[src/design/rectangle_region_table_unit_defines.svh]
// ----------------------------------------------------------------------------
// Rectangle region table: assertion macros
// Shared concurrent assertion forms, clocked on clock, off during reset.
// ----------------------------------------------------------------------------
`ifndef RECTANGLE_REGION_TABLE_UNIT_DEFINES_SVH
`define RECTANGLE_REGION_TABLE_UNIT_DEFINES_SVH

// property holds at every edge
`define RRT_ASSERT(lbl, prop, msg) \
   lbl: assert property (@(posedge clock) disable iff (reset) prop) else $error(msg);

// consequent holds at the clock edge after the antecedent
`define RRT_ASSERT_NEXT(lbl, ante, cons, msg) \
   lbl: assert property (@(posedge clock) disable iff (reset) (ante) |=> (cons)) else $error(msg);

`endif

[src/design/rrt_pkg.sv]
// ----------------------------------------------------------------------------
// Rectangle region table package
// Sizes, codes, entry and result types, and the overlap function.
// ----------------------------------------------------------------------------
package rrt_pkg;

   localparam int MAX_RECTS  = 32;
   localparam int COORD_BITS = 16;
   localparam int IDX_W      = $clog2(MAX_RECTS);
   localparam int CNT_W      = $clog2(MAX_RECTS + 1);
   localparam int RC_W       = 6;
   localparam int AW         = COORD_BITS + 2;
   localparam int ENT_W      = 2 * COORD_BITS + 2 * (COORD_BITS - 1);

   localparam logic signed [AW-1:0] CMAX = AW'(2 ** (COORD_BITS - 1) - 1);
   localparam logic signed [AW-1:0] LIM  = AW'(2 ** COORD_BITS - 1);

   typedef enum logic [2:0] {
      OP_ADD   = 3'd0,
      OP_DEL   = 3'd1,
      OP_SUB   = 3'd2,
      OP_INT   = 3'd3,
      OP_CLEAR = 3'd4
   } op_type;

   typedef enum logic [1:0] {
      RS_DONE  = 2'd0,
      RS_NOCHG = 2'd1,
      RS_FULL  = 2'd2
   } stat_type;

   typedef enum logic [4:0] {
      ST_IDLE, ST_DISP, ST_APP_RD, ST_APP_CHK, ST_DEL_RD, ST_DEL_CHK,
      ST_RM_RD, ST_RM_WR, ST_SUB_RD, ST_SUB_CHK, ST_SUB_PC, ST_SUB_NX,
      ST_INT_RD, ST_INT_CHK, ST_INT_DRD, ST_INT_DCHK, ST_INT_EMIT, ST_INT_END,
      ST_FIN, ST_EXT_RD, ST_EXT_ACC, ST_EXT_DONE, ST_OUT
   } state_type;

   typedef struct packed {
      logic [COORD_BITS-1:0] x;
      logic [COORD_BITS-1:0] y;
      logic [COORD_BITS-2:0] w;
      logic [COORD_BITS-2:0] h;
   } ent_type;

   typedef struct packed {
      op_type                op;
      logic [COORD_BITS-1:0] x;
      logic [COORD_BITS-1:0] y;
      logic [COORD_BITS-1:0] w;
      logic [COORD_BITS-1:0] h;
   } qry_type;

   typedef struct packed {
      logic    hit;
      ent_type o;
   } ovl_type;

   typedef struct packed {
      logic [COORD_BITS-1:0] x;
      logic [COORD_BITS-1:0] y;
      logic [COORD_BITS-1:0] w;
      logic [COORD_BITS-1:0] h;
   } ext_type;

   typedef struct packed {
      stat_type         status;
      logic             piece_valid;
      ent_type          piece;
      logic             last;
      logic [RC_W-1:0]  rect_count;
      ext_type          ext;
   } res_type;

   typedef struct packed {
      logic             wr_en;
      logic [IDX_W-1:0] wr_addr;
      ent_type          wr_data;
      logic [IDX_W-1:0] rd_addr;
   } mem_req_type;

   typedef struct packed {
      logic clr;
      logic acc;
   } ext_ctl_type;

   function automatic ovl_type rrt_overlap(ent_type e, qry_type q);
      logic signed [AW-1:0] ex, ey, ew, eh, qx, qy, qw, qh, l, t, r, b, ow, oh;
      ovl_type res;
      ex = AW'($signed(e.x));
      ey = AW'($signed(e.y));
      ew = $signed(AW'(e.w));
      eh = $signed(AW'(e.h));
      qx = AW'($signed(q.x));
      qy = AW'($signed(q.y));
      qw = AW'($signed(q.w));
      qh = AW'($signed(q.h));
      l  = (ex > qx) ? ex : qx;
      t  = (ey > qy) ? ey : qy;
      r  = (ex + ew < qx + qw) ? ex + ew : qx + qw;
      b  = (ey + eh < qy + qh) ? ey + eh : qy + qh;
      ow = r - l;
      oh = b - t;
      res.hit = (l < r) && (t < b);
      res.o.x = l[COORD_BITS-1:0];
      res.o.y = t[COORD_BITS-1:0];
      res.o.w = ow[COORD_BITS-2:0];
      res.o.h = oh[COORD_BITS-2:0];
      return res;
   endfunction

endpackage

[src/design/rrt_store.sv]
// ----------------------------------------------------------------------------
// Rectangle table store
// One write port, one registered read port, one entry per rectangle.
// ----------------------------------------------------------------------------
module rrt_store import rrt_pkg::*; (
   input  logic        clock,
   input  mem_req_type mem,
   output ent_type     rd_data
);

   logic [ENT_W-1:0] mem_ff [MAX_RECTS];
   logic [ENT_W-1:0] rd_ff;

   always_ff @(posedge clock) begin
      if (mem.wr_en) begin
         mem_ff[mem.wr_addr] <= mem.wr_data;
      end
   end

   always_ff @(posedge clock) begin
      rd_ff <= mem_ff[mem.rd_addr];
   end

   assign rd_data = rd_ff;

endmodule

[src/design/rrt_ext.sv]
// ----------------------------------------------------------------------------
// Rectangle table extents accumulator
// Folds entries into a bounding box, saturating width and height.
// ----------------------------------------------------------------------------
module rrt_ext import rrt_pkg::*; (
   input  logic        clock,
   input  logic        reset,
   input  ext_ctl_type ctl,
   input  ent_type     ent,
   output ext_type     ext
);

   logic signed [AW-1:0] lo_x_ff, lo_y_ff, hi_x_ff, hi_y_ff;
   logic signed [AW-1:0] lo_x_in, lo_y_in, hi_x_in, hi_y_in;
   logic                 any_ff, any_in;
   logic signed [AW-1:0] ex, ey, er, eb, dw, dh;

   always_comb begin
      ex = AW'($signed(ent.x));
      ey = AW'($signed(ent.y));
      er = ex + $signed(AW'(ent.w));
      eb = ey + $signed(AW'(ent.h));
      lo_x_in = lo_x_ff;
      lo_y_in = lo_y_ff;
      hi_x_in = hi_x_ff;
      hi_y_in = hi_y_ff;
      any_in  = any_ff;
      if (ctl.clr) begin
         any_in = 1'b0;
      end else if (ctl.acc) begin
         any_in  = 1'b1;
         lo_x_in = (!any_ff || ex < lo_x_ff) ? ex : lo_x_ff;
         lo_y_in = (!any_ff || ey < lo_y_ff) ? ey : lo_y_ff;
         hi_x_in = (!any_ff || er > hi_x_ff) ? er : hi_x_ff;
         hi_y_in = (!any_ff || eb > hi_y_ff) ? eb : hi_y_ff;
      end
      dw = hi_x_ff - lo_x_ff;
      dh = hi_y_ff - lo_y_ff;
      if (any_ff) begin
         ext.x = lo_x_ff[COORD_BITS-1:0];
         ext.y = lo_y_ff[COORD_BITS-1:0];
         ext.w = (dw > LIM) ? LIM[COORD_BITS-1:0] : dw[COORD_BITS-1:0];
         ext.h = (dh > LIM) ? LIM[COORD_BITS-1:0] : dh[COORD_BITS-1:0];
      end else begin
         ext = '0;
      end
   end

   always_ff @(posedge clock) begin
      if (reset) begin
         any_ff <= 1'b0;
      end else begin
         any_ff <= any_in;
      end
      lo_x_ff <= lo_x_in;
      lo_y_ff <= lo_y_in;
      hi_x_ff <= hi_x_in;
      hi_y_ff <= hi_y_in;
   end

endmodule

[src/design/rrt_ctrl.sv]
// ----------------------------------------------------------------------------
// Rectangle table sequencer
// Walks the table through the store's read port for every request type.
// ----------------------------------------------------------------------------
module rrt_ctrl import rrt_pkg::*; (
   input  logic                  clock,
   input  logic                  reset,
   input  logic                  req_valid,
   output logic                  req_ready,
   input  logic [2:0]            req_type,
   input  logic [COORD_BITS-1:0] req_rect_x,
   input  logic [COORD_BITS-1:0] req_rect_y,
   input  logic [COORD_BITS-1:0] req_rect_w,
   input  logic [COORD_BITS-1:0] req_rect_h,
   output mem_req_type           mem,
   input  ent_type               rd_data,
   output ext_ctl_type           ext_ctl,
   input  ext_type               ext_val,
   input  logic                  out_free,
   output logic                  push,
   output res_type               res
);

`include "rectangle_region_table_unit_defines.svh"

   state_type        state_ff, state_in;
   logic [CNT_W-1:0] count_ff, count_in, i_ff, i_in, j_ff, j_in, jn;
   logic [1:0]       k_ff, k_in;
   stat_type         status_ff, status_in;
   qry_type          q_ff, q_in;
   ent_type          e_ff, e_in, t_ff, t_in, p_ff, p_in, hold_ff, hold_in;
   ent_type          cand_ff, cand_in, qent;
   logic             have_ff, have_in;
   ext_type          ext_ff, ext_in;
   ovl_type          ov;
   logic signed [AW-1:0] x0, y0, w0, h0, tx, ty, tw, th, px, py, pw, ph;
   logic             qempty, full, skip;

   always_comb begin
      ov     = rrt_overlap(rd_data, q_ff);
      qent   = '{x: q_ff.x, y: q_ff.y, w: q_ff.w[COORD_BITS-2:0],
                 h: q_ff.h[COORD_BITS-2:0]};
      qempty = q_ff.w[COORD_BITS-1] || (q_ff.w == '0) ||
               q_ff.h[COORD_BITS-1] || (q_ff.h == '0);
      full   = (count_ff == CNT_W'(MAX_RECTS));
      jn     = j_ff + CNT_W'(1);
      x0 = AW'($signed(e_ff.x));
      y0 = AW'($signed(e_ff.y));
      w0 = $signed(AW'(e_ff.w));
      h0 = $signed(AW'(e_ff.h));
      tx = AW'($signed(t_ff.x));
      ty = AW'($signed(t_ff.y));
      tw = $signed(AW'(t_ff.w));
      th = $signed(AW'(t_ff.h));
      case (k_ff)
         2'd0: begin
            px = x0;      py = y0;      pw = tx - x0;             ph = h0;
         end
         2'd1: begin
            px = tx;      py = y0;      pw = tw;                  ph = ty - y0;
         end
         2'd2: begin
            px = tx + tw; py = y0;      pw = x0 + w0 - (tx + tw); ph = h0;
         end
         default: begin
            px = tx;      py = ty + th; pw = tw;                  ph = y0 + h0 - (ty + th);
         end
      endcase
      skip = (px > CMAX) || (py > CMAX) || (pw <= AW'(0)) || (ph <= AW'(0));
   end

   always_comb begin
      state_in  = state_ff;
      count_in  = count_ff;
      i_in      = i_ff;
      j_in      = j_ff;
      k_in      = k_ff;
      status_in = status_ff;
      q_in      = q_ff;
      e_in      = e_ff;
      t_in      = t_ff;
      p_in      = p_ff;
      hold_in   = hold_ff;
      cand_in   = cand_ff;
      have_in   = have_ff;
      ext_in    = ext_ff;
      req_ready = 1'b0;
      push      = 1'b0;
      mem.wr_en   = 1'b0;
      mem.wr_addr = j_ff[IDX_W-1:0];
      mem.wr_data = rd_data;
      mem.rd_addr = i_ff[IDX_W-1:0];
      ext_ctl.clr = 1'b0;
      ext_ctl.acc = 1'b0;
      res.status      = status_ff;
      res.piece_valid = 1'b0;
      res.piece       = '0;
      res.last        = 1'b1;
      res.rect_count  = RC_W'(count_ff);
      res.ext         = ext_ff;

      case (state_ff)
         ST_IDLE: begin
            req_ready = 1'b1;
            if (req_valid) begin
               q_in     = '{op: op_type'(req_type), x: req_rect_x, y: req_rect_y,
                            w: req_rect_w, h: req_rect_h};
               state_in = ST_DISP;
            end
         end
         ST_DISP: begin
            i_in = '0;
            j_in = '0;
            case (q_ff.op)
               OP_ADD: begin
                  if (qempty) begin
                     status_in = RS_NOCHG;
                     state_in  = ST_FIN;
                  end else begin
                     cand_in  = qent;
                     state_in = ST_APP_RD;
                  end
               end
               OP_DEL: state_in = ST_DEL_RD;
               OP_SUB: begin
                  status_in = RS_NOCHG;
                  state_in  = ST_SUB_RD;
               end
               OP_INT: begin
                  have_in  = 1'b0;
                  state_in = ST_INT_RD;
               end
               OP_CLEAR: begin
                  count_in  = '0;
                  status_in = RS_DONE;
                  state_in  = ST_FIN;
               end
               default: begin
                  status_in = RS_NOCHG;
                  state_in  = ST_FIN;
               end
            endcase
         end
         ST_APP_RD: begin
            mem.rd_addr = j_ff[IDX_W-1:0];
            if (j_ff == count_ff) begin
               if (full) begin
                  status_in = RS_FULL;
                  state_in  = ST_FIN;
               end else begin
                  mem.wr_en   = 1'b1;
                  mem.wr_addr = count_ff[IDX_W-1:0];
                  mem.wr_data = cand_ff;
                  count_in    = count_ff + CNT_W'(1);
                  if (q_ff.op == OP_ADD) begin
                     status_in = RS_DONE;
                     state_in  = ST_FIN;
                  end else begin
                     state_in = ST_SUB_NX;
                  end
               end
            end else begin
               state_in = ST_APP_CHK;
            end
         end
         ST_APP_CHK: begin
            if (rd_data == cand_ff) begin
               if (q_ff.op == OP_ADD) begin
                  status_in = RS_NOCHG;
                  state_in  = ST_FIN;
               end else begin
                  state_in = ST_SUB_NX;
               end
            end else begin
               j_in     = jn;
               state_in = ST_APP_RD;
            end
         end
         ST_DEL_RD: begin
            if (i_ff == count_ff) begin
               status_in = RS_NOCHG;
               state_in  = ST_FIN;
            end else begin
               state_in = ST_DEL_CHK;
            end
         end
         ST_DEL_CHK: begin
            if (rd_data == qent && !qempty) begin
               j_in     = i_ff;
               state_in = ST_RM_RD;
            end else begin
               i_in     = i_ff + CNT_W'(1);
               state_in = ST_DEL_RD;
            end
         end
         ST_RM_RD: begin
            mem.rd_addr = jn[IDX_W-1:0];
            if (jn >= count_ff) begin
               count_in  = count_ff - CNT_W'(1);
               status_in = RS_DONE;
               state_in  = (q_ff.op == OP_SUB) ? ST_SUB_RD : ST_FIN;
            end else begin
               state_in = ST_RM_WR;
            end
         end
         ST_RM_WR: begin
            mem.wr_en = 1'b1;
            j_in      = jn;
            state_in  = ST_RM_RD;
         end
         ST_SUB_RD: begin
            state_in = (i_ff == count_ff) ? ST_FIN : ST_SUB_CHK;
         end
         ST_SUB_CHK: begin
            if (ov.hit) begin
               e_in     = rd_data;
               t_in     = ov.o;
               k_in     = '0;
               state_in = ST_SUB_PC;
            end else begin
               i_in     = i_ff + CNT_W'(1);
               state_in = ST_SUB_RD;
            end
         end
         ST_SUB_PC: begin
            if (skip) begin
               state_in = ST_SUB_NX;
            end else begin
               cand_in  = '{x: px[COORD_BITS-1:0], y: py[COORD_BITS-1:0],
                            w: pw[COORD_BITS-2:0], h: ph[COORD_BITS-2:0]};
               j_in     = '0;
               state_in = ST_APP_RD;
            end
         end
         ST_SUB_NX: begin
            if (k_ff == 2'd3) begin
               j_in     = i_ff;
               state_in = ST_RM_RD;
            end else begin
               k_in     = k_ff + 2'd1;
               state_in = ST_SUB_PC;
            end
         end
         ST_INT_RD: begin
            state_in = (i_ff == count_ff) ? ST_INT_END : ST_INT_CHK;
         end
         ST_INT_CHK: begin
            if (ov.hit) begin
               p_in     = ov.o;
               j_in     = '0;
               state_in = ST_INT_DRD;
            end else begin
               i_in     = i_ff + CNT_W'(1);
               state_in = ST_INT_RD;
            end
         end
         ST_INT_DRD: begin
            mem.rd_addr = j_ff[IDX_W-1:0];
            state_in    = (j_ff == i_ff) ? ST_INT_EMIT : ST_INT_DCHK;
         end
         ST_INT_DCHK: begin
            if (ov.hit && ov.o == p_ff) begin
               i_in     = i_ff + CNT_W'(1);
               state_in = ST_INT_RD;
            end else begin
               j_in     = jn;
               state_in = ST_INT_DRD;
            end
         end
         ST_INT_EMIT: begin
            res.status      = RS_DONE;
            res.piece_valid = 1'b1;
            res.piece       = hold_ff;
            res.last        = 1'b0;
            if (!have_ff || out_free) begin
               push     = have_ff;
               hold_in  = p_ff;
               have_in  = 1'b1;
               i_in     = i_ff + CNT_W'(1);
               state_in = ST_INT_RD;
            end
         end
         ST_INT_END: begin
            res.status      = RS_DONE;
            res.piece_valid = 1'b1;
            res.piece       = hold_ff;
            if (!have_ff) begin
               status_in = RS_NOCHG;
               state_in  = ST_FIN;
            end else if (out_free) begin
               push     = 1'b1;
               state_in = ST_IDLE;
            end
         end
         ST_FIN: begin
            ext_ctl.clr = 1'b1;
            i_in        = '0;
            state_in    = ST_EXT_RD;
         end
         ST_EXT_RD: begin
            state_in = (i_ff == count_ff) ? ST_EXT_DONE : ST_EXT_ACC;
         end
         ST_EXT_ACC: begin
            ext_ctl.acc = 1'b1;
            i_in        = i_ff + CNT_W'(1);
            state_in    = ST_EXT_RD;
         end
         ST_EXT_DONE: begin
            ext_in   = ext_val;
            state_in = ST_OUT;
         end
         ST_OUT: begin
            if (out_free) begin
               push     = 1'b1;
               state_in = ST_IDLE;
            end
         end
         default: state_in = ST_IDLE;
      endcase
   end

   always_ff @(posedge clock) begin
      if (reset) begin
         state_ff <= ST_IDLE;
         count_ff <= '0;
         have_ff  <= 1'b0;
         ext_ff   <= '0;
      end else begin
         state_ff <= state_in;
         count_ff <= count_in;
         have_ff  <= have_in;
         ext_ff   <= ext_in;
      end
      i_ff      <= i_in;
      j_ff      <= j_in;
      k_ff      <= k_in;
      status_ff <= status_in;
      q_ff      <= q_in;
      e_ff      <= e_in;
      t_ff      <= t_in;
      p_ff      <= p_in;
      hold_ff   <= hold_in;
      cand_ff   <= cand_in;
   end

   `RRT_ASSERT(a_count_max, count_ff <= CNT_W'(MAX_RECTS), "entry count above table size")
   `RRT_ASSERT(a_push_free, push |-> out_free, "item pushed into a full output stage")
   `RRT_ASSERT(a_wr_range, mem.wr_en |-> (CNT_W'(mem.wr_addr) <= count_ff),
      "table write beyond the fill level")
   `RRT_ASSERT_NEXT(a_last_idle, push && res.last, state_ff == ST_IDLE,
      "final item not followed by idle")

endmodule

[src/design/rectangle_region_table_unit.sv]
// ----------------------------------------------------------------------------
// Rectangle region table unit
// Clip region kept as an ordered rectangle table plus bounding extents.
// ----------------------------------------------------------------------------
// Requests enter on the req_ channel (valid/ready): add, delete, subtract,
// intersect or clear, with one rectangle. Results leave on the rsp_ channel
// (valid/ready) through a one-item output register. Intersect returns one
// item per distinct overlap piece in table order, or one item with no
// piece if none, last set on the final one; every other request returns
// a single item. Items carry the entry count and extents after the request.
// One request is processed at a time; req_ready is high only in idle, so a
// new item is taken the cycle after the previous result enters the output
// register. Add scans the table for a duplicate; delete scans it and
// compacts the entries after the match; both then run an extents pass over
// the table, and clear runs that pass alone. Intersect checks each hit
// against all earlier entries; subtract scans the table for each of up to
// four pieces per hit. All table accesses go through the single read port
// of the table store.
// Reset empties the table and zeroes the extents; the store itself is
// not cleared. A stalled receiver holds the result and the sequencer
// waits on it before the next item.
// ----------------------------------------------------------------------------
module rectangle_region_table_unit import rrt_pkg::*; (
   input  logic                  clock,
   input  logic                  reset,
   input  logic                  req_valid,
   output logic                  req_ready,
   input  logic [2:0]            req_type,
   input  logic [COORD_BITS-1:0] req_rect_x,
   input  logic [COORD_BITS-1:0] req_rect_y,
   input  logic [COORD_BITS-1:0] req_rect_w,
   input  logic [COORD_BITS-1:0] req_rect_h,
   output logic                  rsp_valid,
   input  logic                  rsp_ready,
   output logic [1:0]            rsp_status,
   output logic                  rsp_piece_valid,
   output logic [COORD_BITS-1:0] rsp_piece_x,
   output logic [COORD_BITS-1:0] rsp_piece_y,
   output logic [COORD_BITS-2:0] rsp_piece_w,
   output logic [COORD_BITS-2:0] rsp_piece_h,
   output logic                  rsp_last,
   output logic [RC_W-1:0]       rsp_rect_count,
   output logic [COORD_BITS-1:0] rsp_ext_x,
   output logic [COORD_BITS-1:0] rsp_ext_y,
   output logic [COORD_BITS-1:0] rsp_ext_w,
   output logic [COORD_BITS-1:0] rsp_ext_h
);

   mem_req_type mem;
   ent_type     rd_data;
   ext_ctl_type ext_ctl;
   ext_type     ext_val;
   logic        out_free, push;
   res_type     res, res_ff, res_in;
   logic        valid_ff, valid_in;

   rrt_store u_store (
      .clock   (clock),
      .mem     (mem),
      .rd_data (rd_data)
   );

   rrt_ext u_ext (
      .clock (clock),
      .reset (reset),
      .ctl   (ext_ctl),
      .ent   (rd_data),
      .ext   (ext_val)
   );

   rrt_ctrl u_ctrl (
      .clock      (clock),
      .reset      (reset),
      .req_valid  (req_valid),
      .req_ready  (req_ready),
      .req_type   (req_type),
      .req_rect_x (req_rect_x),
      .req_rect_y (req_rect_y),
      .req_rect_w (req_rect_w),
      .req_rect_h (req_rect_h),
      .mem        (mem),
      .rd_data    (rd_data),
      .ext_ctl    (ext_ctl),
      .ext_val    (ext_val),
      .out_free   (out_free),
      .push       (push),
      .res        (res)
   );

   always_comb begin
      out_free = !valid_ff || rsp_ready;
      valid_in = valid_ff && !rsp_ready;
      res_in   = res_ff;
      if (push) begin
         valid_in = 1'b1;
         res_in   = res;
      end
   end

   always_ff @(posedge clock) begin
      if (reset) begin
         valid_ff <= 1'b0;
      end else begin
         valid_ff <= valid_in;
      end
      res_ff <= res_in;
   end

   assign rsp_valid       = valid_ff;
   assign rsp_status      = res_ff.status;
   assign rsp_piece_valid = res_ff.piece_valid;
   assign rsp_piece_x     = res_ff.piece.x;
   assign rsp_piece_y     = res_ff.piece.y;
   assign rsp_piece_w     = res_ff.piece.w;
   assign rsp_piece_h     = res_ff.piece.h;
   assign rsp_last        = res_ff.last;
   assign rsp_rect_count  = res_ff.rect_count;
   assign rsp_ext_x       = res_ff.ext.x;
   assign rsp_ext_y       = res_ff.ext.y;
   assign rsp_ext_w       = res_ff.ext.w;
   assign rsp_ext_h       = res_ff.ext.h;

endmodule
[config.mk]
export PLATFORM = sky130hd
export DESIGN_NAME = rectangle_region_table_unit
export DESIGN_NICKNAME = d
export VERILOG_FILES = /design/src/design/rrt_pkg.sv /design/src/design/rrt_store.sv /design/src/design/rrt_ext.sv /design/src/design/rrt_ctrl.sv /design/src/design/rectangle_region_table_unit.sv
export VERILOG_INCLUDE_DIRS = /design/src /design/src/design
export SDC_FILE = /design/constraint.sdc
export NUM_CORES = 2
export LEC_CHECK = 0
export BUFFER_PORTS_ARGS = -buffer_cell sky130_fd_sc_hd__buf_2
export CORE_UTILIZATION = 60
export CTS_CLUSTER_SIZE = 25
export DETAILED_ROUTE_END_ITERATION = 7
export GPL_TIMING_DRIVEN = 0
export PLACE_DENSITY = 0.76
export SYNTH_ARGS = -nofsm -noshare
export SYNTH_HDL_FRONTEND = slang
export SYNTH_HIERARCHICAL = 1
export SYNTH_SLANG_ARGS = --single-unit
[constraint.sdc]
create_clock -name clock -period 22.3 [get_ports clock]
set_input_delay 2.23 -clock clock [delete_from_list [all_inputs] [get_ports clock]]
set_output_delay 2.23 -clock clock [all_outputs]
set_load 0.005 [all_outputs]
Word-level counts from Yosys, hierarchy flattened:

Memories as Yosys holds them, arrays and structs flattened. A register that Yosys moved wholly into a read port is not among the register bits.
Index checks and enable logic that the tools add are counted.
W data, S select, Z words.

* input bits: 71
* memories kept: 1
* bits in read-only memories: 0
* latch bits: 0
* RAM bits: 1984
* register bits after elaboration: 675
* word-level logic and storage cells: 305

Memories
* u_store.mem_ff: words 32, bits a word 62, read ports 1, clocked after Yosys merged registers in 1, wr ports 1, line rrt_store.sv:11 `logic [ENT_W-1:0] mem_ff [MAX_RECTS];`

* reduce and logical (&&, ||, !) cells: 58
* $mul: 0
* divide/modulo/power cells: 0
* bitwise logic cells: 1
* add/sub/neg operators: 21
* mux-type cells: 90
* $lt $le $gt $ge: 17
* shifts and indexed selects: 0
* equality and inequality tests: 63

Operators with widths (count)
* $eq A62 B62 Y1: 3
* $mux W62: 3
* $add A16 B16 Y17: 8
* $mux W68: 2
* $pmux W62 S2: 1
* $pmux W5 S22: 1
* $pmux W18 S2: 3
* $mux W18: 5
* $mux W6: 14
* $mux W5: 15
* $lt A18 B18 Y1: 4
* $mux W67: 1
* $mux W64: 1
* $mux W63: 1
* $pmux W6 S8: 1
* $eq A5 B4 Y1 const B: 8
* $gt A18 B16 Y1 const B: 2
* $gt A18 B17 Y1 const B: 2
* $gt A18 B18 Y1: 2
* $le A18 B1 Y1 const B: 2
* $pmux W6 S6: 1
* $sub A18 B16 Y18: 2
* $sub A18 B18 Y18: 2
* $eq A5 B5 Y1 const B: 7
* other kinds (54): 159

Longest topological paths before layout:

* depth after elaboration: 9
* mapped depth: 35
* depth with buffers taken out: 34

Cells and area by module:

Netlist, hierarchy kept.

Modules (own cells, without submodules)
* rrt_store: sequential area each 60818.3 um^2, area each 78044.9 um^2, cells each 4332, instances 1
* rrt_ctrl: sequential area each 13322.8 um^2, area each 33878.7 um^2, cells each 3385, instances 1
* rrt_ext: sequential area each 2001.9 um^2, area each 7034.2 um^2, cells each 771, instances 1
* rectangle_region_table_unit: sequential area each 4103.9 um^2, area each 4130.2 um^2, cells each 140, instances 1

Worst setup path after synthesis:

No wires, ideal clock.

* path type: reg-to-reg
* start: register u_store.rd_ff[0], in the netlist u_store/rd_data[0] (read register of u_store.mem_ff)
* end: register u_ctrl/e_ff[0] (netlist name), enable pin
* arrival: 11.321 ns
* data required time: 21.691 ns
* stages on the path, launching flop included: 30
* setup slack: 10.370 ns
* cell sequence: dfxtp_1 -> ha_1 -> fa_1 -> a21o_1 -> a21oi_2 -> nor2b_1 -> o21a_1 -> o311a_1 -> o21a_1 -> o21a_1 -> o41a_1 -> a21oi_1 -> o21ai_0 -> or3b_1 -> inv_1 -> ha_1 -> and3_1 -> nor3b_1 -> a31o_2 -> o31ai_2 -> buf_2 -> mux2_2 -> ha_1 -> clkbuf_1 -> o21ai_0 -> a21oi_1 -> o41ai_1 -> o2111ai_1 -> nand2b_1 -> nor2_1

* cells in the longest elaborated chain, start to end: 6

RTL lines
* start, declared: line rrt_store.sv:12 `logic [ENT_W-1:0] rd_ff;`
* $add A16 B16 Y17 (*): line rrt_pkg.sv:101 `b = (ey + eh < qy + qh) ? ey + eh : qy + qh;`
* $lt A18 B18 Y1: line rrt_pkg.sv:101
* $mux W18 (*): line rrt_pkg.sv:101
* $lt A18 B18 Y1 (*): line rrt_pkg.sv:104 `res.hit = (l < r) && (t < b);`
* $logic_and A1 B1 Y1 (*): line rrt_pkg.sv:104
* $reduce_and A2 Y1 (no source line) (*)
* end signal, assigned: line rrt_ctrl.sv:339 `e_ff <= e_in;`
* end, declared: line rrt_ctrl.sv:31 `ent_type e_ff, e_in, t_ff, t_in, p_ff, p_in, hold_ff, hold_in;`

Every way passes the cells marked *; elsewhere a longest branch is shown, timed or not.
A chain may end at the register's enable or synchronous reset.

Worst setup path after layout:

* start: register u_store.rd_ff[15], in the netlist u_store/rd_data[15] (read register of u_store.mem_ff)
* end: register u_ctrl.i_ff[3], enable pin

* cells in the longest elaborated chain, start to end: 8
* elaborated cells between the ends (all ways): 14
* those cells by class: add/sub (2); order compare (2); eq/ne (5); mux (1); reduce/logical (4)

RTL lines
* $add A16 B16 Y17: line rrt_pkg.sv:100 `r = (ex + ew < qx + qw) ? ex + ew : qx + qw;`
* $lt A18 B18 Y1: line rrt_pkg.sv:100
* $mux W18: line rrt_pkg.sv:100
* $sub A15 B15 Y15 or $lt A18 B18 Y1 (tied branches): line rrt_pkg.sv:102, rrt_pkg.sv:104
* $eq A62 B62 Y1 or $logic_and A1 B1 Y1 (tied branches): line rrt_ctrl.sv:262, rrt_pkg.sv:104
* $logic_and A1 B1 Y1: line rrt_ctrl.sv:262 `if (ov.hit && ov.o == p_ff) begin`
* $ne A2 B1 Y1 (no source line)
* $reduce_and A5 Y1 (no source line) (*)
* end signal, assigned: line rrt_ctrl.sv:334 `i_ff <= i_in;`
* end, declared: line rrt_ctrl.sv:27 `logic [CNT_W-1:0] count_ff, count_in, i_ff, i_in, j_ff, j_in, jn;`

Marked as above.

==> key figures <==
Place
  – DP HPWL: 272.8 mm
  – GP Congestion: 0.9748
  – Post-DP Area: 0.1296 sq mm
  – Placed insts: 11601
  – Port buffer count: around 210

Yosys
  – Synth warn: 6
  – Synth area leaders: edfxtp_1 63%, mux2i_1 8.7%, ha_1 4.4%
  – Post-synth top area cell: edfxtp_1
  – Post-Syn Area per Cell: 14.27 sq um
  – Synth top cells by count: 2579 x edfxtp_1, 1064 x mux2i_1, 523 x nand2_1
  – Synthesized flop and latch total: 2719
  – Sequential share of the synthesized area: between 60% and 70%
  – Top FF cell, synth: edfxtp_1
  – Syn_nets: 9177
  – Mapped Cells: 8628
  – Share of synthesized flip-flops with an asynchronous set or reset: 0%
  – EDFF count, synth: 2579
  – Synth Cell Area: 0.1231 sq mm
  – Most numerous cell in the Yosys netlist: edfxtp_1
  – Distinct cells, synth: about 100
  – Top cell type's share of synthesized area: 62.92%

STA
  – RSZ-0062 raised after global routing: no
  – Hold Fails Final Rpt: 0
  – Fmax: 0.08607 GHz
  – Final Cycle Share: 52.10%
  – Final Skew: 0.1052 ns
  – Final setup violation count: 0
  – Minimum clock period after layout: 11.62 ns
  – Worst relative slew slack: -7.038%
  – Fin Setup TNS: 0 ns
  – Slew Limit Fails: 54
  – Worst Tran Pin Value: between 1.5 and 2 ns

Critical path
  – Delay-heaviest family, CP: compound AO/OA/AOI/OAI gates
  – Slowest CP cell: o2111ai_1
  – CP startpoint kind: flip-flop
  – WP buf/inv: 2
  – Arrival time worst endpoint: 12.19 ns
  – WS Path Type: reg -> reg
  – Largest stage delay, worst path: 0.80 ns
  – Critical-path maximum fanout: 10
  – Worst path required time: approximately 23 ns
  – Element type at the critical path end: flip-flop

Die
  – Die H: between 400 and 500 microns
  – Starting Density: 60.65%
  – Core ar.: 0.2029 sq mm
  – Die area: 0.2070 sq mm
  – Die W: 454.9 microns
  – Top Ports: 209
  – Num rows: 165

Detailed routing
  – Drc violations: 0
  – Met3 WL: 34.54 mm
  – WL final: 384.4 mm
  – WL met2: 183.4 mm
  – 1st-pass router iterations: 8
  – Antenna viol nets, final: 0
  – Avg Vias per Cell: 6.548
  – Mean routed wirelength per cell: around 32 microns
  – Routed vias: 79407
  – Iteration-0 DRC Markers: 9030
  – DRT met1 WL: 141.4 mm
  – Max layer used: met5

Clock tree
  – Post-CTS Resized: 0
  – Hold buffers post-CTS: 0
  – CTS root buf: clkbuf_16
  – Longest Clk Path Bufs: 4
  – Total CTS buffers: 291
  – Clk sinks: 2719
  – Worst-path clk slew: ~0.06 ns
  – CTS tree: yes
  – Max H-tree Level: 5
  – Post-CTS Setup Bufs: 0
  – Worst-Skew Late Latency: 0.98 ns

Final layout
  – Area grow syn2layout: 12.84%
  – Design Area, Final: 0.1389 sq mm
  – Layout Cells excl Fill: approximately 12000
  – # fillers: 13632
  – Final net count: 9773
  – Layout cells sized above 1: between 10% and 20%

Global route
  – Vias in the first global route: 76942
  – First-pass GRT wire length: 539.1 mm
  – Largest net degree at the start of global routing: 47
  – GR Util All Layers: 36.75%
  – Global route overflow: 0
  – Initial antenna violation count: 25

Outcome
  – Failing checks: max-capacitance violations, max-slew violations
  – Outcome: finished, violations left

Min path
  – Hold crit path type: reg -> reg

Flow run
  – Max cap viols: 7
-- path summary, 6_finish.rpt --
kind                  startpoint             end  slack, ns  cells after the start
min reg2reg        u_ctrl/res[7]    rsp_ext_h[7]       0.41                      0
max reg2reg  u_store/rd_data[15]  u_ctrl/i_ff[3]      10.68                     33
min                u_ctrl/res[7]    rsp_ext_h[7]       0.41                      0
max          u_store/rd_data[15]  u_ctrl/i_ff[3]      10.68                     33
-- cell usage in the layout, fill, tap and decap left out, drive strengths merged, types with 110 or more instances in the layout --
cell,instances
dfxtp,140
nand2,523
nor2,238
mux2,111
o21ai,204
ha,433
edfxtp,2579
xor2,150
a21oi,498
inv,315
a22o,130
mux2i,1065
nor3,145
and2,110
xnor2,218
clkbuf,572
a22oi,201
buf,497
nand3,252
-- sequential cells by signal (all words and copies together) (netlist names), 17 cells and up --
name             cells
u_ctrl/t_ff         62
u_ext/hi_y_ff       17
u_ext/hi_x_ff       17
u_ctrl/p_ff         62
u_ctrl/hold_ff      62
u_ctrl/e_ff         62
u_ctrl/q_ff         67
u_ctrl/res          64
u_ctrl/cand_ff      62
u_store/rd_data     62
u_store/mem_ff    1984
-- final cells by class --
| cell class | instances | area, sq um | area share (%) |
|---|---|---|---|
| Sequential cell | 2719 | 80250 | 57.78 |
| Clock buffer | 380 | 7953 | 5.726 |
| Antenna cell | 23 | 57.56 | 0.04144 |
| Multi-Input combinational cell | 5217 | 40170 | 28.92 |
| Clock inverter | 120 | 1236 | 0.8900 |
| Timing Repair Buffer | 303 | 2878 | 2.072 |
| Inverter | 306 | 1149 | 0.8269 |
| Buffer | 386 | 1856 | 1.336 |
| Tap cell | 2672 | 3343 | 2.407 |
-- through the flow --
stage          hold slack, ns  util [%]  worst slack, ns
3_5_place_dp           0.4140     63.86            10.91
3_3_place_gp           0.4132     62.81            4.557
5_1_grt                0.4235     68.42            10.57
4_1_cts                0.4120     68.39            10.85
6_report               0.4094     68.44            10.68
2_1_floorplan          0.4081         -            10.37
-- cells by family (layout without fill, tap and decap cells) --
group	count (synthesis)	count (layout)	share of synthesized area, %
AO/OA/AOI/OAI	1590	1590	8.566
AND/OR/NAND/NOR	1602	1602	6.317
buffers and inverters	692	1495	2.441
flip-flops	2719	2719	65.19
adder cells (fa/ha/maj)	479	479	5.141
XOR/XNOR	370	370	2.655
other	0	23	0
multiplexers	1176	1176	9.685
-- per-layer routing --
metal / global-route usage, % / up-vias
met5: 0 / -
met4: 21.76 / 12
met3: 7.775 / 1000
met2: 59.79 / 4374
met1: 45.47 / 39775
li1: - / 34246
-- worst register-to-register path, delay by kind of cell, from the launching register on --
family,cells,cell delay (ns)
flops,1,0.73
compound gates,19,6.20
mux,1,0.37
simple gates,5,1.38
buf+inv,2,0.50
fa+ha+maj,5,1.74
xor+xnor,1,0.30
Power is left out: the tool's default activity adds up to more than one toggle a clock period on the data nets, which glitch-free logic cannot reach.
